--- src/rtl/sfp_pkg.sv ---
// Shared constants, types and the CRC-8 fold for the framed byte parser.
// Used by every module of serial_frame_parser_crc8; depends on nothing.
package sfp_pkg;

  localparam int PAYLOAD_LEN = 24;
  localparam int IDX_W       = 6;
  localparam int LEN_AW      = (PAYLOAD_LEN > 1) ? $clog2(PAYLOAD_LEN) : 1;
  localparam int MEM_AW      = LEN_AW + 1;
  localparam int MEM_DEPTH   = 1 << MEM_AW;

  localparam logic [IDX_W-1:0] LAST_IDX = IDX_W'(PAYLOAD_LEN - 1);

  localparam int CFG_IDX_W = 2;
  localparam logic [CFG_IDX_W-1:0] CFG_START_BYTE = 2'd0;
  localparam logic [CFG_IDX_W-1:0] CFG_CRC_SEED   = 2'd1;

  localparam logic [7:0]  START_BYTE_RESET = 8'hA5;
  localparam logic [7:0]  CRC_SEED_RESET   = 8'h00;
  localparam logic [7:0]  CRC_POLY         = 8'h07;
  localparam logic [15:0] ERR_MAX          = 16'hFFFF;

  typedef enum logic [1:0] {
    PH_IDLE,
    PH_PAYLOAD,
    PH_CHECK
  } phase_t;

  typedef struct packed {
    logic              en;
    logic [MEM_AW-1:0] addr;
    logic [7:0]        data;
  } mem_wr_t;

  typedef struct packed {
    logic        err;
    logic        bank;
    logic [15:0] err_total;
  } frame_cmd_t;

  typedef struct packed {
    logic en;
    logic bank;
  } bank_rel_t;

  typedef struct packed {
    logic [7:0]       payload_byte;
    logic [IDX_W-1:0] byte_index;
    logic             last_of_run;
    logic             frame_status;
    logic [15:0]      error_total;
  } result_t;

  function automatic logic [7:0] crc8_fold(input logic [7:0] crc, input logic [7:0] data);
    logic [7:0] v;
    v = crc ^ data;
    for (int k = 0; k < 8; k++) begin
      if (v[7]) begin
        v = {v[6:0], 1'b0} ^ CRC_POLY;
      end else begin
        v = {v[6:0], 1'b0};
      end
    end
    return v;
  endfunction

endpackage

--- src/rtl/sfp_front.sv ---
// Front end: config registers, start-byte hunt, CRC-8 and payload capture.
// Writes payload bytes into one of two store banks and pushes frame commands.
// Depends on sfp_pkg.
module sfp_front (
  input  logic                           clk,
  input  logic                           rst_n,
  input  logic                           in_push,
  input  logic [7:0]                     in_rx_byte,
  output logic                           in_full,
  input  logic                           cfg_valid,
  input  logic [sfp_pkg::CFG_IDX_W-1:0]  cfg_index,
  input  logic [7:0]                     cfg_wdata,
  input  logic                           cmd_full,
  input  sfp_pkg::bank_rel_t             rel,
  output logic                           cmd_push,
  output sfp_pkg::frame_cmd_t            cmd,
  output sfp_pkg::mem_wr_t               mem_wr
);

  logic [7:0]                  start_byte_r;
  logic [7:0]                  crc_seed_r;
  sfp_pkg::phase_t             phase_r, phase_nxt;
  logic [7:0]                  crc_r, crc_nxt;
  logic [sfp_pkg::IDX_W-1:0]   fill_r, fill_nxt;
  logic                        bank_r, bank_nxt;
  logic [1:0]                  busy_r, busy_nxt;
  logic [15:0]                 err_cnt_r, err_cnt_nxt;

  logic                        acc;
  logic [7:0]                  fold;
  logic [15:0]                 err_inc;
  logic                        set_busy;

  always_ff @(posedge clk) begin
    if (!rst_n) begin
      start_byte_r <= sfp_pkg::START_BYTE_RESET;
      crc_seed_r   <= sfp_pkg::CRC_SEED_RESET;
    end else if (cfg_valid) begin
      if (cfg_index == sfp_pkg::CFG_START_BYTE) begin
        start_byte_r <= cfg_wdata;
      end else if (cfg_index == sfp_pkg::CFG_CRC_SEED) begin
        crc_seed_r <= cfg_wdata;
      end
    end
  end

  always_ff @(posedge clk) begin
    if (!rst_n) begin
      phase_r   <= sfp_pkg::PH_IDLE;
      crc_r     <= '0;
      fill_r    <= '0;
      bank_r    <= 1'b0;
      busy_r    <= '0;
      err_cnt_r <= '0;
    end else begin
      phase_r   <= phase_nxt;
      crc_r     <= crc_nxt;
      fill_r    <= fill_nxt;
      bank_r    <= bank_nxt;
      busy_r    <= busy_nxt;
      err_cnt_r <= err_cnt_nxt;
    end
  end

  always_comb begin
    in_full = ((phase_r == sfp_pkg::PH_PAYLOAD) && busy_r[bank_r]) ||
              ((phase_r == sfp_pkg::PH_CHECK) && cmd_full);
    acc     = in_push && !in_full;
    fold    = sfp_pkg::crc8_fold((phase_r == sfp_pkg::PH_PAYLOAD) ? crc_r : crc_seed_r,
                                 in_rx_byte);
    err_inc = (err_cnt_r == sfp_pkg::ERR_MAX) ? err_cnt_r : err_cnt_r + 16'd1;

    phase_nxt   = phase_r;
    crc_nxt     = crc_r;
    fill_nxt    = fill_r;
    bank_nxt    = bank_r;
    err_cnt_nxt = err_cnt_r;
    set_busy    = 1'b0;
    cmd_push    = 1'b0;
    cmd         = '{err: 1'b0, bank: bank_r, err_total: err_cnt_r};
    mem_wr      = '{en: 1'b0, addr: {bank_r, fill_r[sfp_pkg::LEN_AW-1:0]}, data: in_rx_byte};

    unique case (phase_r)
      sfp_pkg::PH_PAYLOAD: begin
        if (acc) begin
          crc_nxt   = fold;
          mem_wr.en = 1'b1;
          if (fill_r == sfp_pkg::LAST_IDX) begin
            fill_nxt  = '0;
            phase_nxt = sfp_pkg::PH_CHECK;
          end else begin
            fill_nxt = fill_r + 1'b1;
          end
        end
      end
      sfp_pkg::PH_CHECK: begin
        if (acc) begin
          cmd_push  = 1'b1;
          phase_nxt = sfp_pkg::PH_IDLE;
          if (in_rx_byte == crc_r) begin
            set_busy = 1'b1;
            bank_nxt = ~bank_r;
          end else begin
            cmd.err       = 1'b1;
            cmd.err_total = err_inc;
            err_cnt_nxt   = err_inc;
          end
        end
      end
      default: begin
        if (acc) begin
          phase_nxt = sfp_pkg::PH_IDLE;
          if (in_rx_byte == start_byte_r) begin
            crc_nxt   = fold;
            fill_nxt  = '0;
            phase_nxt = sfp_pkg::PH_PAYLOAD;
          end
        end
      end
    endcase

    busy_nxt = busy_r;
    if (rel.en) begin
      busy_nxt[rel.bank] = 1'b0;
    end
    if (set_busy) begin
      busy_nxt[bank_r] = 1'b1;
    end
  end

endmodule

--- src/rtl/sfp_cmd_fifo.sv ---
// Two-entry queue of frame commands between the front and back ends.
// Depends on sfp_pkg.
module sfp_cmd_fifo (
  input  logic                 clk,
  input  logic                 rst_n,
  input  logic                 push,
  input  sfp_pkg::frame_cmd_t  wr_cmd,
  output logic                 full,
  input  logic                 pop,
  output logic                 empty,
  output sfp_pkg::frame_cmd_t  head
);

  sfp_pkg::frame_cmd_t  slot_r [2];
  logic                 wp_r, rp_r;
  logic [1:0]           cnt_r;
  logic                 do_push, do_pop;

  assign full    = (cnt_r == 2'd2);
  assign empty   = (cnt_r == 2'd0);
  assign head    = slot_r[rp_r];
  assign do_push = push && !full;
  assign do_pop  = pop && !empty;

  always_ff @(posedge clk) begin
    if (do_push) begin
      slot_r[wp_r] <= wr_cmd;
    end
  end

  always_ff @(posedge clk) begin
    if (!rst_n) begin
      wp_r  <= 1'b0;
      rp_r  <= 1'b0;
      cnt_r <= '0;
    end else begin
      if (do_push) begin
        wp_r <= ~wp_r;
      end
      if (do_pop) begin
        rp_r <= ~rp_r;
      end
      cnt_r <= cnt_r + {1'b0, do_push} - {1'b0, do_pop};
    end
  end

endmodule

--- src/rtl/sfp_back.sv ---
// Back end: two-bank payload store, read sequencer and two-entry result queue.
// Drains one frame command at a time; depends on sfp_pkg.
module sfp_back (
  input  logic                 clk,
  input  logic                 rst_n,
  input  sfp_pkg::mem_wr_t     mem_wr,
  input  logic                 cmd_empty,
  input  sfp_pkg::frame_cmd_t  cmd,
  output logic                 cmd_pop,
  output sfp_pkg::bank_rel_t   rel,
  input  logic                 out_pop,
  output logic                 out_empty,
  output sfp_pkg::result_t     result
);

  logic [7:0]                  mem [sfp_pkg::MEM_DEPTH];
  logic [7:0]                  rd_q_r;
  logic [sfp_pkg::IDX_W-1:0]   rd_idx_r, rd_idx_nxt;
  logic                        pend_r;
  sfp_pkg::result_t            pend_meta_r;
  sfp_pkg::result_t            ob_r [2];
  logic                        ob_wp_r, ob_rp_r;
  logic [1:0]                  ob_cnt_r;

  logic                        pop_fire;
  logic [1:0]                  occ;
  logic                        issue;
  logic                        at_last;
  sfp_pkg::result_t            meta;
  sfp_pkg::result_t            ob_in;

  always_comb begin
    pop_fire = out_pop && (ob_cnt_r != 2'd0);
    occ      = ob_cnt_r + {1'b0, pend_r};
    issue    = !cmd_empty && ((occ < 2'd2) || (pop_fire && (occ == 2'd2)));
    at_last  = (rd_idx_r == sfp_pkg::LAST_IDX);

    meta.payload_byte = '0;
    meta.byte_index   = cmd.err ? '0 : rd_idx_r;
    meta.last_of_run  = cmd.err || at_last;
    meta.frame_status = cmd.err;
    meta.error_total  = cmd.err_total;

    cmd_pop  = issue && (cmd.err || at_last);
    rel.en   = issue && !cmd.err && at_last;
    rel.bank = cmd.bank;

    rd_idx_nxt = rd_idx_r;
    if (issue && !cmd.err) begin
      rd_idx_nxt = at_last ? '0 : rd_idx_r + 1'b1;
    end

    ob_in              = pend_meta_r;
    ob_in.payload_byte = pend_meta_r.frame_status ? 8'd0 : rd_q_r;

    out_empty = (ob_cnt_r == 2'd0);
    result    = ob_r[ob_rp_r];
  end

  always_ff @(posedge clk) begin
    if (mem_wr.en) begin
      mem[mem_wr.addr] <= mem_wr.data;
    end
    if (issue) begin
      rd_q_r <= mem[{cmd.bank, rd_idx_r[sfp_pkg::LEN_AW-1:0]}];
    end
  end

  always_ff @(posedge clk) begin
    if (issue) begin
      pend_meta_r <= meta;
    end
    if (pend_r) begin
      ob_r[ob_wp_r] <= ob_in;
    end
  end

  always_ff @(posedge clk) begin
    if (!rst_n) begin
      rd_idx_r <= '0;
      pend_r   <= 1'b0;
      ob_wp_r  <= 1'b0;
      ob_rp_r  <= 1'b0;
      ob_cnt_r <= '0;
    end else begin
      rd_idx_r <= rd_idx_nxt;
      pend_r   <= issue;
      if (pend_r) begin
        ob_wp_r <= ~ob_wp_r;
      end
      if (pop_fire) begin
        ob_rp_r <= ~ob_rp_r;
      end
      ob_cnt_r <= ob_cnt_r + {1'b0, pend_r} - {1'b0, pop_fire};
    end
  end

endmodule

--- src/rtl/serial_frame_parser_crc8.sv ---
// Top level of the start-byte framed parser with CRC-8 check.
// Instantiates sfp_front, sfp_cmd_fifo and sfp_back; depends on sfp_pkg.
//
//   channel  handshake            payload
//   in       in_push / in_full    in_rx_byte
//   out      out_pop / out_empty  out_payload_byte, out_byte_index, out_last_of_run,
//                                 out_frame_status, out_error_total
//   cfg      cfg_valid/cfg_ready  cfg_index, cfg_wdata
//
// One byte per cycle is taken while in_full is low; a byte is classified, and a
// start or payload byte folded into the CRC, in the cycle it is accepted. A good
// frame drains one result per cycle from a two-bank payload store unless the
// result queue backs up. A payload byte stalls while the bank it would fill still
// holds a frame not yet drained; a check byte stalls while the two-entry command
// queue is full. Start and idle bytes never stall. Synchronous reset clears all
// control state at once; the store needs no clearing pass. cfg_ready stays high.
module serial_frame_parser_crc8 (
  input  logic                           clk,
  input  logic                           rst_n,
  input  logic                           in_push,
  output logic                           in_full,
  input  logic [7:0]                     in_rx_byte,
  output logic                           out_empty,
  input  logic                           out_pop,
  output logic [7:0]                     out_payload_byte,
  output logic [sfp_pkg::IDX_W-1:0]      out_byte_index,
  output logic                           out_last_of_run,
  output logic                           out_frame_status,
  output logic [15:0]                    out_error_total,
  input  logic                           cfg_valid,
  output logic                           cfg_ready,
  input  logic [sfp_pkg::CFG_IDX_W-1:0]  cfg_index,
  input  logic [7:0]                     cfg_wdata
);

  logic                 cmd_full;
  logic                 cmd_empty;
  logic                 cmd_push;
  logic                 cmd_pop;
  sfp_pkg::frame_cmd_t  cmd_wr;
  sfp_pkg::frame_cmd_t  cmd_head;
  sfp_pkg::bank_rel_t   rel;
  sfp_pkg::mem_wr_t     mem_wr;
  sfp_pkg::result_t     result;

  assign cfg_ready = 1'b1;

  sfp_front u_front (
    .clk        (clk),
    .rst_n      (rst_n),
    .in_push    (in_push),
    .in_rx_byte (in_rx_byte),
    .in_full    (in_full),
    .cfg_valid  (cfg_valid),
    .cfg_index  (cfg_index),
    .cfg_wdata  (cfg_wdata),
    .cmd_full   (cmd_full),
    .rel        (rel),
    .cmd_push   (cmd_push),
    .cmd        (cmd_wr),
    .mem_wr     (mem_wr)
  );

  sfp_cmd_fifo u_cmd_fifo (
    .clk    (clk),
    .rst_n  (rst_n),
    .push   (cmd_push),
    .wr_cmd (cmd_wr),
    .full   (cmd_full),
    .pop    (cmd_pop),
    .empty  (cmd_empty),
    .head   (cmd_head)
  );

  sfp_back u_back (
    .clk       (clk),
    .rst_n     (rst_n),
    .mem_wr    (mem_wr),
    .cmd_empty (cmd_empty),
    .cmd       (cmd_head),
    .cmd_pop   (cmd_pop),
    .rel       (rel),
    .out_pop   (out_pop),
    .out_empty (out_empty),
    .result    (result)
  );

  assign out_payload_byte = result.payload_byte;
  assign out_byte_index   = result.byte_index;
  assign out_last_of_run  = result.last_of_run;
  assign out_frame_status = result.frame_status;
  assign out_error_total  = result.error_total;

endmodule
--- config.mk ---
export PLATFORM = sky130hd
export DESIGN_NAME = serial_frame_parser_crc8
export DESIGN_NICKNAME = d
export VERILOG_FILES = /design/src/rtl/sfp_pkg.sv /design/src/rtl/sfp_front.sv /design/src/rtl/sfp_cmd_fifo.sv /design/src/rtl/sfp_back.sv /design/src/rtl/serial_frame_parser_crc8.sv
export SDC_FILE = /design/constraint.sdc
export NUM_CORES = 1
export LEC_CHECK = 0
export ABC_AREA = 1
export BUFFER_PORTS_ARGS = -buffer_cell sky130_fd_sc_hd__buf_2
export CAP_MARGIN = 20
export CELL_PAD_IN_SITES_DETAIL_PLACEMENT = 0
export CELL_PAD_IN_SITES_GLOBAL_PLACEMENT = 1
export CORE_AREA = 5 5 303 305
export DETAILED_ROUTE_END_ITERATION = 16
export DIE_AREA = 0 0 308 310
export GPL_ROUTABILITY_DRIVEN = 0
export PLACE_DENSITY = 0.64
export SETUP_SLACK_MARGIN = 0.3
export SYNTH_ARGS = -nofsm -noshare
export SYNTH_HDL_FRONTEND = slang
export SYNTH_HIERARCHICAL = 1
export SYNTH_SLANG_ARGS = --single-unit
--- constraint.sdc ---
create_clock -name clk -period 3.6 [get_ports clk]
set_input_delay 0.36 -clock clk [delete_from_list [all_inputs] [get_ports clk]]
set_output_delay 0.36 -clock clk [all_outputs]
set_load 0.02 [all_outputs]
==> results of run 1 <==
-- state kept, by name, indices dropped and copies added, names as in the netlist, 6 cells and up, named ones only --
name                  flops
u_back/ob_r              64
u_front/crc_seed_r        8
u_front/fill_r            6
u_front/err_cnt_r        16
u_back/rd_q_r             8
u_front/crc_r             8
u_cmd_fifo/slot_r        36
u_back/ob_in             24
u_back/mem              512
u_back/rd_idx_r           6
u_front/start_byte_r      8
-- routing by layer --
metal | GRT usage, % | vias to the layer above
met5 | 0 | -
met4 | 5.295 | 0
met3 | 2.791 | 113
met2 | 27.53 | 456
met1 | 21.18 | 9625
li1 | - | 9740
-- through the flow --
stage | cell area [um2] | utilization, % | hold WS [ps] | total power, uW | instances
2_1_floorplan | 30670 | - | 421.5 | 9904 | 2891
3_3_place_gp | 32370 | 36.36 | 429.3 | 10230 | 4070
3_5_place_dp | 32370 | 36.36 | 431.0 | 10240 | 4070
4_1_cts | 34750 | 39.03 | 126.6 | 17520 | 4212
5_1_grt | 34750 | 39.03 | 175.5 | 17940 | 4212
6_report | 34750 | 39.03 | 165.4 | 17330 | 4212
-- cells in the final DEF (no fill, tap or decap), types with 5 or more instances in the layout --
master           n
nand2_2          5
inv_1          321
nor3_1           6
xor2_2           6
o21ai_1         33
dfxtp_1         66
buf_4           85
o211ai_1        18
xnor2_1         10
nand2_1        789
a21oi_1         53
mux2_2          40
clkbuf_1        16
inv_2            7
clkinv_2        10
mux2_4          10
ha_1             9
clkinv_1        17
nor4_1          10
nand4_1         15
clkinvlp_4       5
clkbuf_16       77
edfxtp_1       644
nor2_2           7
nor2_1         291
buf_2           56
xor2_1          17
buf_12           5
nand3_1        264
dlygate4sd3_1    8
o21ai_0        100
-- what timing repair did --
| item | 4_1_cts | 5_1_grt |
|---|---|---|
| hold buffers | 8 | 0 |
| gates resized for setup | 0 | 0 |
| hold endpoints to repair | 8 | 0 |
-- cell type report --
| cell class | instances | area [um2] |
|---|---|---|
| repair buffers | 154 | 1099 |
| multi-input cells | 1703 | 7920 |
| well taps | 1176 | 1471 |
| clock buffers | 97 | 2042 |
| clock inverters | 37 | 256.5 |
| fillers | 8605 | 54300 |
| inverters | 333 | 1256 |
| flip-flops and latches | 712 | 20710 |
-- critical path, cell delays in order (launching register included) --
cell     delay, ps
dfxtp_1        350
inv_1           50
ha_1           230
nand2_1        100
nand3_2        150
inv_1          140
nand2_1         60
inv_1          260
nand4_1        320
buf_4          300
nor2_1         540
-- logic make-up after synthesis --
logic type      synth area share, %
other cells                 0.01223
xor+xnor                      1.089
fa+ha+maj                    0.3672
simple gates                  18.67
buf+inv                       6.687
flops                         67.50
compound gates                3.717
mux                           1.958
-- worst paths after layout --
check / from / endpoint
worst max-delay path: u_front/phase_r[0]$_SDFFE_PN0P_ / u_back/mem[11][2]$_DFFE_PP_
worst min-delay path: cfg_index[0] / u_front/start_byte_r[7]$_SDFFE_PN1P_
worst max register to register: u_front/phase_r[0]$_SDFFE_PN0P_ / u_back/mem[11][2]$_DFFE_PP_
worst min register to register: u_back/ob_in[14]$_DFFE_PP_ / u_back/ob_r[1][14]$_DFFE_PP_
-- report_power, final --
part           internal [uW]  total [uW]  switching (uW)  leakage (uW)
registers               9080        9120            39.1       0.00636
logic                    290         942             652       0.00604
clock network           4150        7270            3120       0.00111
==> metrics.md, run 1 <==
| Metric | Value |
|---|---|
| PD cells | 498.6 nW/um2 |
| Max layer used | met4 |
| TritonCTS Buffers | 74 |
| Crit share post-route | 79.55% |
| Largest net degree at the start of global routing | 131 |
| Worst-Skew Late Latency | 620 ps |
| Crit. End Element | flip-flop |
| Layout Nets | 3010 |
| Area share of the largest cell type after synthesis | 63.06% |
| Layout cell share with drive strength beyond 1 | 11.20% |
| Die W | 308 um |
| Initial Utilization | 34.44% |
| Max-cap violations | 0 |
| Worst path required time | 3850 ps |
| Detailed Route WL | 78.17 mm |
| Slew @ Worst Pin | 1022 ps |
| Hold Path Stages | 4 |
| Vias per cell | 4.733 |
| Io pins | 58 |
| M1 WL | 33.81 mm |
| DR WL met2 | 38.21 mm |
| Pre-CTS WS | 725.0 ps |
| Initial DRC count | 1659 |
| Vias in the first global route | 19910 |
| RSZ-0062 raised after global routing | false |
| Netlist cell types | 41 |
| Seq cells post-synth | 712 |
| Synthesized cell area | 30670 um2 |
| Worst r2r path cells | 10 |
| Most frequent cell after synthesis | nand2_1 |
| H-tree Lvls | 3 |
| Arr. time, crit path | 3110 ps |
| Setup TNS | 0 ps |
| Clock skew | 19.20 ps |
| Status | finished, final reports clean |
| Setup Viol. Count Final | 0 |
| Worst slew margin | 31.87% |
| Lkg Pwr | 0.01351 uW |
| Global-route usage over all layers | 16.17% |
| Initial antenna violation count | 0 |
| # rows | 110 |
| Detail Route Antenna Nets | 0 |
| Worst-path clk slew | 60 ps |
| Synth cell count leaders | nand2_1, edfxtp_1, inv_1 |
| N_diodes | 0 |
| P&R area growth vs syn | 13.32% |
| Startpoint types | flip-flop |
| IO buf count | 56 |
| Die ar. | 95480 um2 |
| Hold crit path type | in -> reg |
| Synth area leaders | edfxtp_1, nand2_1, dfxtp_1 |
| Drt pass-1 iters | 7 |
| Clock tree sinks | 712 |
| Core ar. | 89050 um2 |
| Die H | 310 um |
| Final min period | 2864 ps |
| Clock tree buffer depth | 3 |
| Asr flop ratio synth | 0% |
| Routed wl met3 | 4.040 mm |
| IR Drop Worst-Case VDD | 0.0003015 V |
| Post-CTS setup buffer count | 0 |
| Mapped Nets | 2923 |
| Setup ws final | 736.1 ps |
| Yosys warning count | 6 |
| Via count | 19930 |
| Syn Inst Count | 2891 |
| Fin. max-slew vios | 0 |
| DRC errors left | 0 |
| CTS tree | done |
| Ys flop type | edfxtp_1 |
| Top achievable clock speed | 349.2 MHz |
| Wire length per cell | 18.56 um |
| Root Driver | clkbuf_16 |
| Critical path class | reg -> reg |
| First-pass GRT wire length | 119.1 mm |
| Register area share after synthesis | 67.50% |
| Average cell area after synthesis | 10.61 um2 |
| Yosys top cell by area | edfxtp_1 |
| Number of flops mapped to enable cells by yosys | 644 |
| Hpwl dp | 48.85 mm |
| Final Hold Viols | 0 |
| Crit Path Max Fanout | 9 |
| Worst reg-to-reg setup slack | 740 ps |
| Grt ovf | 0 |
Note: power is estimated with default switching activity, not from simulation.
==> inputs of run 2 (changes only) <==
ABC_AREA = 0   (was 1)
CORE_AREA = 5 5 292 294   (was 5 5 303 305)
DIE_AREA = 0 0 297 299   (was 0 0 308 310)
PLACE_DENSITY = 0.63   (was 0.64)
clock period = 2.6 ns   (was 3.6 ns; I/O delays follow)
==> metrics.md, run 2 <==
| Metric | Value |
|---|---|
| Syn Inst Count | 1527 (-47%) |
| Hpwl dp | 42.21 mm (-14%) |
| Worst slew margin | 39.40% (+7.5 points) |
| TritonCTS Buffers | 76 (+2.7%) |
| Status | finished, final reports clean |
| Sequential cell area | 20720 um2 (about the same) |
| Synth area leaders | edfxtp_1, mux4_2, dfxtp_1 |
| Via count | 14670 (-26%) |
| Sequential share of power | 50.3% (-2.3 points) |
| Fillcell total | 7119 (-17%) |
| Average cell area after synthesis | 18.75 um2 (+77%) |
| PD cells | 707.6 nW/um2 (+42%) |
| DRC errors left | 0 (unchanged) |
| Area share of the largest cell type after synthesis | 67.56% (+4.5 points) |
| Most frequent cell after synthesis | edfxtp_1 |
| Lkg Pwr | 0.01132 uW (-16%) |
| Drt pass-1 iters | 7 (unchanged) |
| Register area share after synthesis | 72.31% (+4.8 points) |
| Critical path class | reg -> reg |
| Commonest non-fill, non-tap cell in the layout | edfxtp_1 |
| P_int | 19770 uW (+46%) |
| IO buf count | 56 (unchanged) |
| Worst-Skew Late Latency | 620 ps (about the same) |
| CTS tree | done |
| P&R area growth vs syn | 23.46% |
| Top achievable clock speed | 406.3 MHz (+16%) |
| H-tree Lvls | 3 (unchanged) |
| Root Driver | clkbuf_16 |
| # rows | 106 (-3.6%) |
| Die W | 297 um (-3.6%) |
| Clock network power share | 43.9% (+1.9 points) |
| Clock skew | 30.81 ps (+11.61 ps) |
| Initial antenna violation count | 1 (+1) |
| Vias in the first global route | 15200 (-24%) |
| Asr flop ratio synth | 0% (unchanged) |
| CP top delay family | multiplexers |
| Post-route insts no fill | 2914 (-31%) |
| Dpl cells | 2694 (-34%) |
| Sw frac | 20.95% (-1.0 points) |
| Detailed Route WL | 67.38 mm (-14%) |
| Power consumption | 25010 uW (+44%) |
| Core ar. | 82630 um2 (-7.2%) |
| Worst path max stage delay | 530 ps (about the same) |
| Final min period | 2461 ps (-402.4 ps) |
| Slew @ Worst Pin | 908.0 ps (-113.9 ps) |
| Initial Utilization | 34.65% (+0.21 points) |
| Net Switching | 5240 uW (+38%) |
| Final Hold Viols | 0 (unchanged) |
| Multi-input gate area | 8063 um2 (+1.8%) |
| Die ar. | 88800 um2 (-7.0%) |
| Mapped Nets | 1559 (-47%) |
| Seq cells post-synth | 712 (unchanged) |
| Yosys top cell by area | edfxtp_1 |
| Initial DRC count | 1020 (-39%) |
| Global-route usage over all layers | 15.02% (-1.1 points) |
| Hold crit path type | in -> reg |
| N_diodes | 0 (unchanged) |
| Yosys warning count | 6 (unchanged) |
| Netlist cell types | 71 (+73%) |
| Comb power frac | 5.8% (+0.4 points) |
| Crit share post-route | 94.67% (+15 points) |
| Worst-path clk slew | 60 ps (about the same) |
| IR Drop Worst-Case VDD | 0.0005588 V (+85%) |
| Startpoint types | flip-flop |
| Grt ovf | 0 (unchanged) |
| Clock tree sinks | 712 (unchanged) |
| Wire length per cell | 23.12 um (+25%) |
| CP Cell Sequence | buf_12 -> buf_12 -> mux4_2 -> mux4_2 -> a22oi_2 -> nand3_1 |
| Setup Viol. Count Final | 0 (unchanged) |
| Io pins | 58 (unchanged) |
| Layout cell share with drive strength beyond 1 | 38.11% (+27 points) |
| Reg with most FFs | u_back/mem |
| Max-cap violations | 0 (unchanged) |
| Slowest CP cell | mux4_2 |
| Largest registers | u_back/mem (512), u_back/ob_r (64), u_cmd_fifo/slot_r (36) |
| Crit Path Max Fanout | 7 (-2) |
| First-pass GRT wire length | 100.7 mm (-16%) |
| Max FFs per register | 512 (unchanged) |
| Arr. time, crit path | 2820 ps (-290 ps) |
| Clock tree buffer depth | 3 (unchanged) |
| Detail Route Antenna Nets | 0 (unchanged) |
| Layout Nets | 1806 (-40%) |
| Worst path required time | 2960 ps (-890 ps) |
| Fin. max-slew vios | 0 (unchanged) |
| Crit. End Element | flip-flop |
| Number of flops mapped to enable cells by yosys | 644 (unchanged) |
| Final hold slack | 98.42 ps (-67.03 ps) |
| Vias per cell | 5.033 (+6.3%) |
| RSZ-0062 raised after global routing | true |
| Crit path buffers/inverters | 2 (-2) |
| Synth cell count leaders | edfxtp_1, mux4_2, nor2_1 |
| Die H | 299 um (-3.5%) |
| Commonest cells after routing, fill and taps aside | edfxtp_1, mux4_2, buf_4 |
| Ys flop type | edfxtp_1 |
| Largest net degree at the start of global routing | 66 (-50%) |
| Synthesized cell area | 28630 um2 (-6.7%) |
-- run 2: cell families (layout without fill, tap and decap cells) --
| family | after synthesis | in the layout | share of synthesized area (%) |
|---|---|---|---|
| compound gates | 81 | 81 | 2.155 |
| xor+xnor | 56 | 56 | 1.713 |
| fa+ha+maj | 9 | 9 | 0.3934 |
| buf+inv | 102 | 409 | 2.072 |
| flops | 712 | 712 | 72.31 |
| mux | 261 | 261 | 15.89 |
| other cells | 1 | 1 | 0.01310 |
| simple gates | 305 | 305 | 5.450 |
-- run 2: power by group through the flow --
stage	Combinational (uW)	Clock [uW]	Sequential [uW]
floorplan	929	0	12800
global placement	1370	0	12800
detailed placement	1380	0	12800
CTS	1470	11300	12600
global route	1560	11800	12600
finish	1450	11000	12600
-- run 2: timing repair --
item / 4_1_cts / 5_1_grt
pin swaps: 31 / 35
cloned: 3 / 1
resized for setup: 51 / 61
hold buffers: 8 / 0
endpoints found under the hold margin: 16 / 0
setup endpoints to repair: 489 / 484
setup buffers: 55 / 15
-- run 2: worst paths after layout --
check                           slack, ps  cells after the start                              endpoint                             from
worst max-delay path                  140                      6            u_back/rd_q_r[1]$_DFFE_PP_  u_back/rd_idx_r[1]$_SDFFE_PN0P_
worst min-delay path                  100                      2  u_front/start_byte_r[5]$_SDFFE_PN1P_                            rst_n
worst max register to register        140                      6            u_back/rd_q_r[1]$_DFFE_PP_  u_back/rd_idx_r[1]$_SDFFE_PN0P_
worst min register to register        450                      0          u_back/ob_r[0][21]$_DFFE_PP_   u_back/ob_in[21]$_SDFFCE_PP0P_
-- run 2: cell type report --
| type | count | share of cell area (%) |
|---|---|---|
| clock inverter | 45 | 1.473 |
| clock buffer | 93 | 5.711 |
| timing repair buffer | 256 | 7.382 |
| inverter | 15 | 0.1664 |
| sequential | 712 | 58.63 |
| multi-input combinational | 713 | 22.81 |
| tap | 1080 | 3.824 |
-- run 2: layer usage --
layer	global-route usage, %	routed length, um	up-vias
li1	-	-	6564
met1	20.24	29000	7712
met2	25.09	33880	305
met3	2.848	3168	85
met4	4.330	1329	0
met5	0	0	-
-- run 2: stage by stage --
step                setup TNS (ps)  setup slack (ps)  area [um2]  utilization (%)
finish                           0             138.5       35340            42.77
global route                     0             89.71       35340            42.77
CTS                              0             141.1       34810            42.13
detailed placement          -658.2            -239.7       31250            37.82
global placement            -355.7            -188.5       31250            37.82
floorplan                        0             53.58       29080                -
-- run 2: worst register-to-register path: cells and delay by family, from the launching register on --
kind | cells | cell delay (ps)
muxes | 2 | 1060
DFF | 1 | 390
AOI/OAI and AO/OA | 1 | 320
buffers and inverters | 2 | 300
and+or+nand+nor | 1 | 120
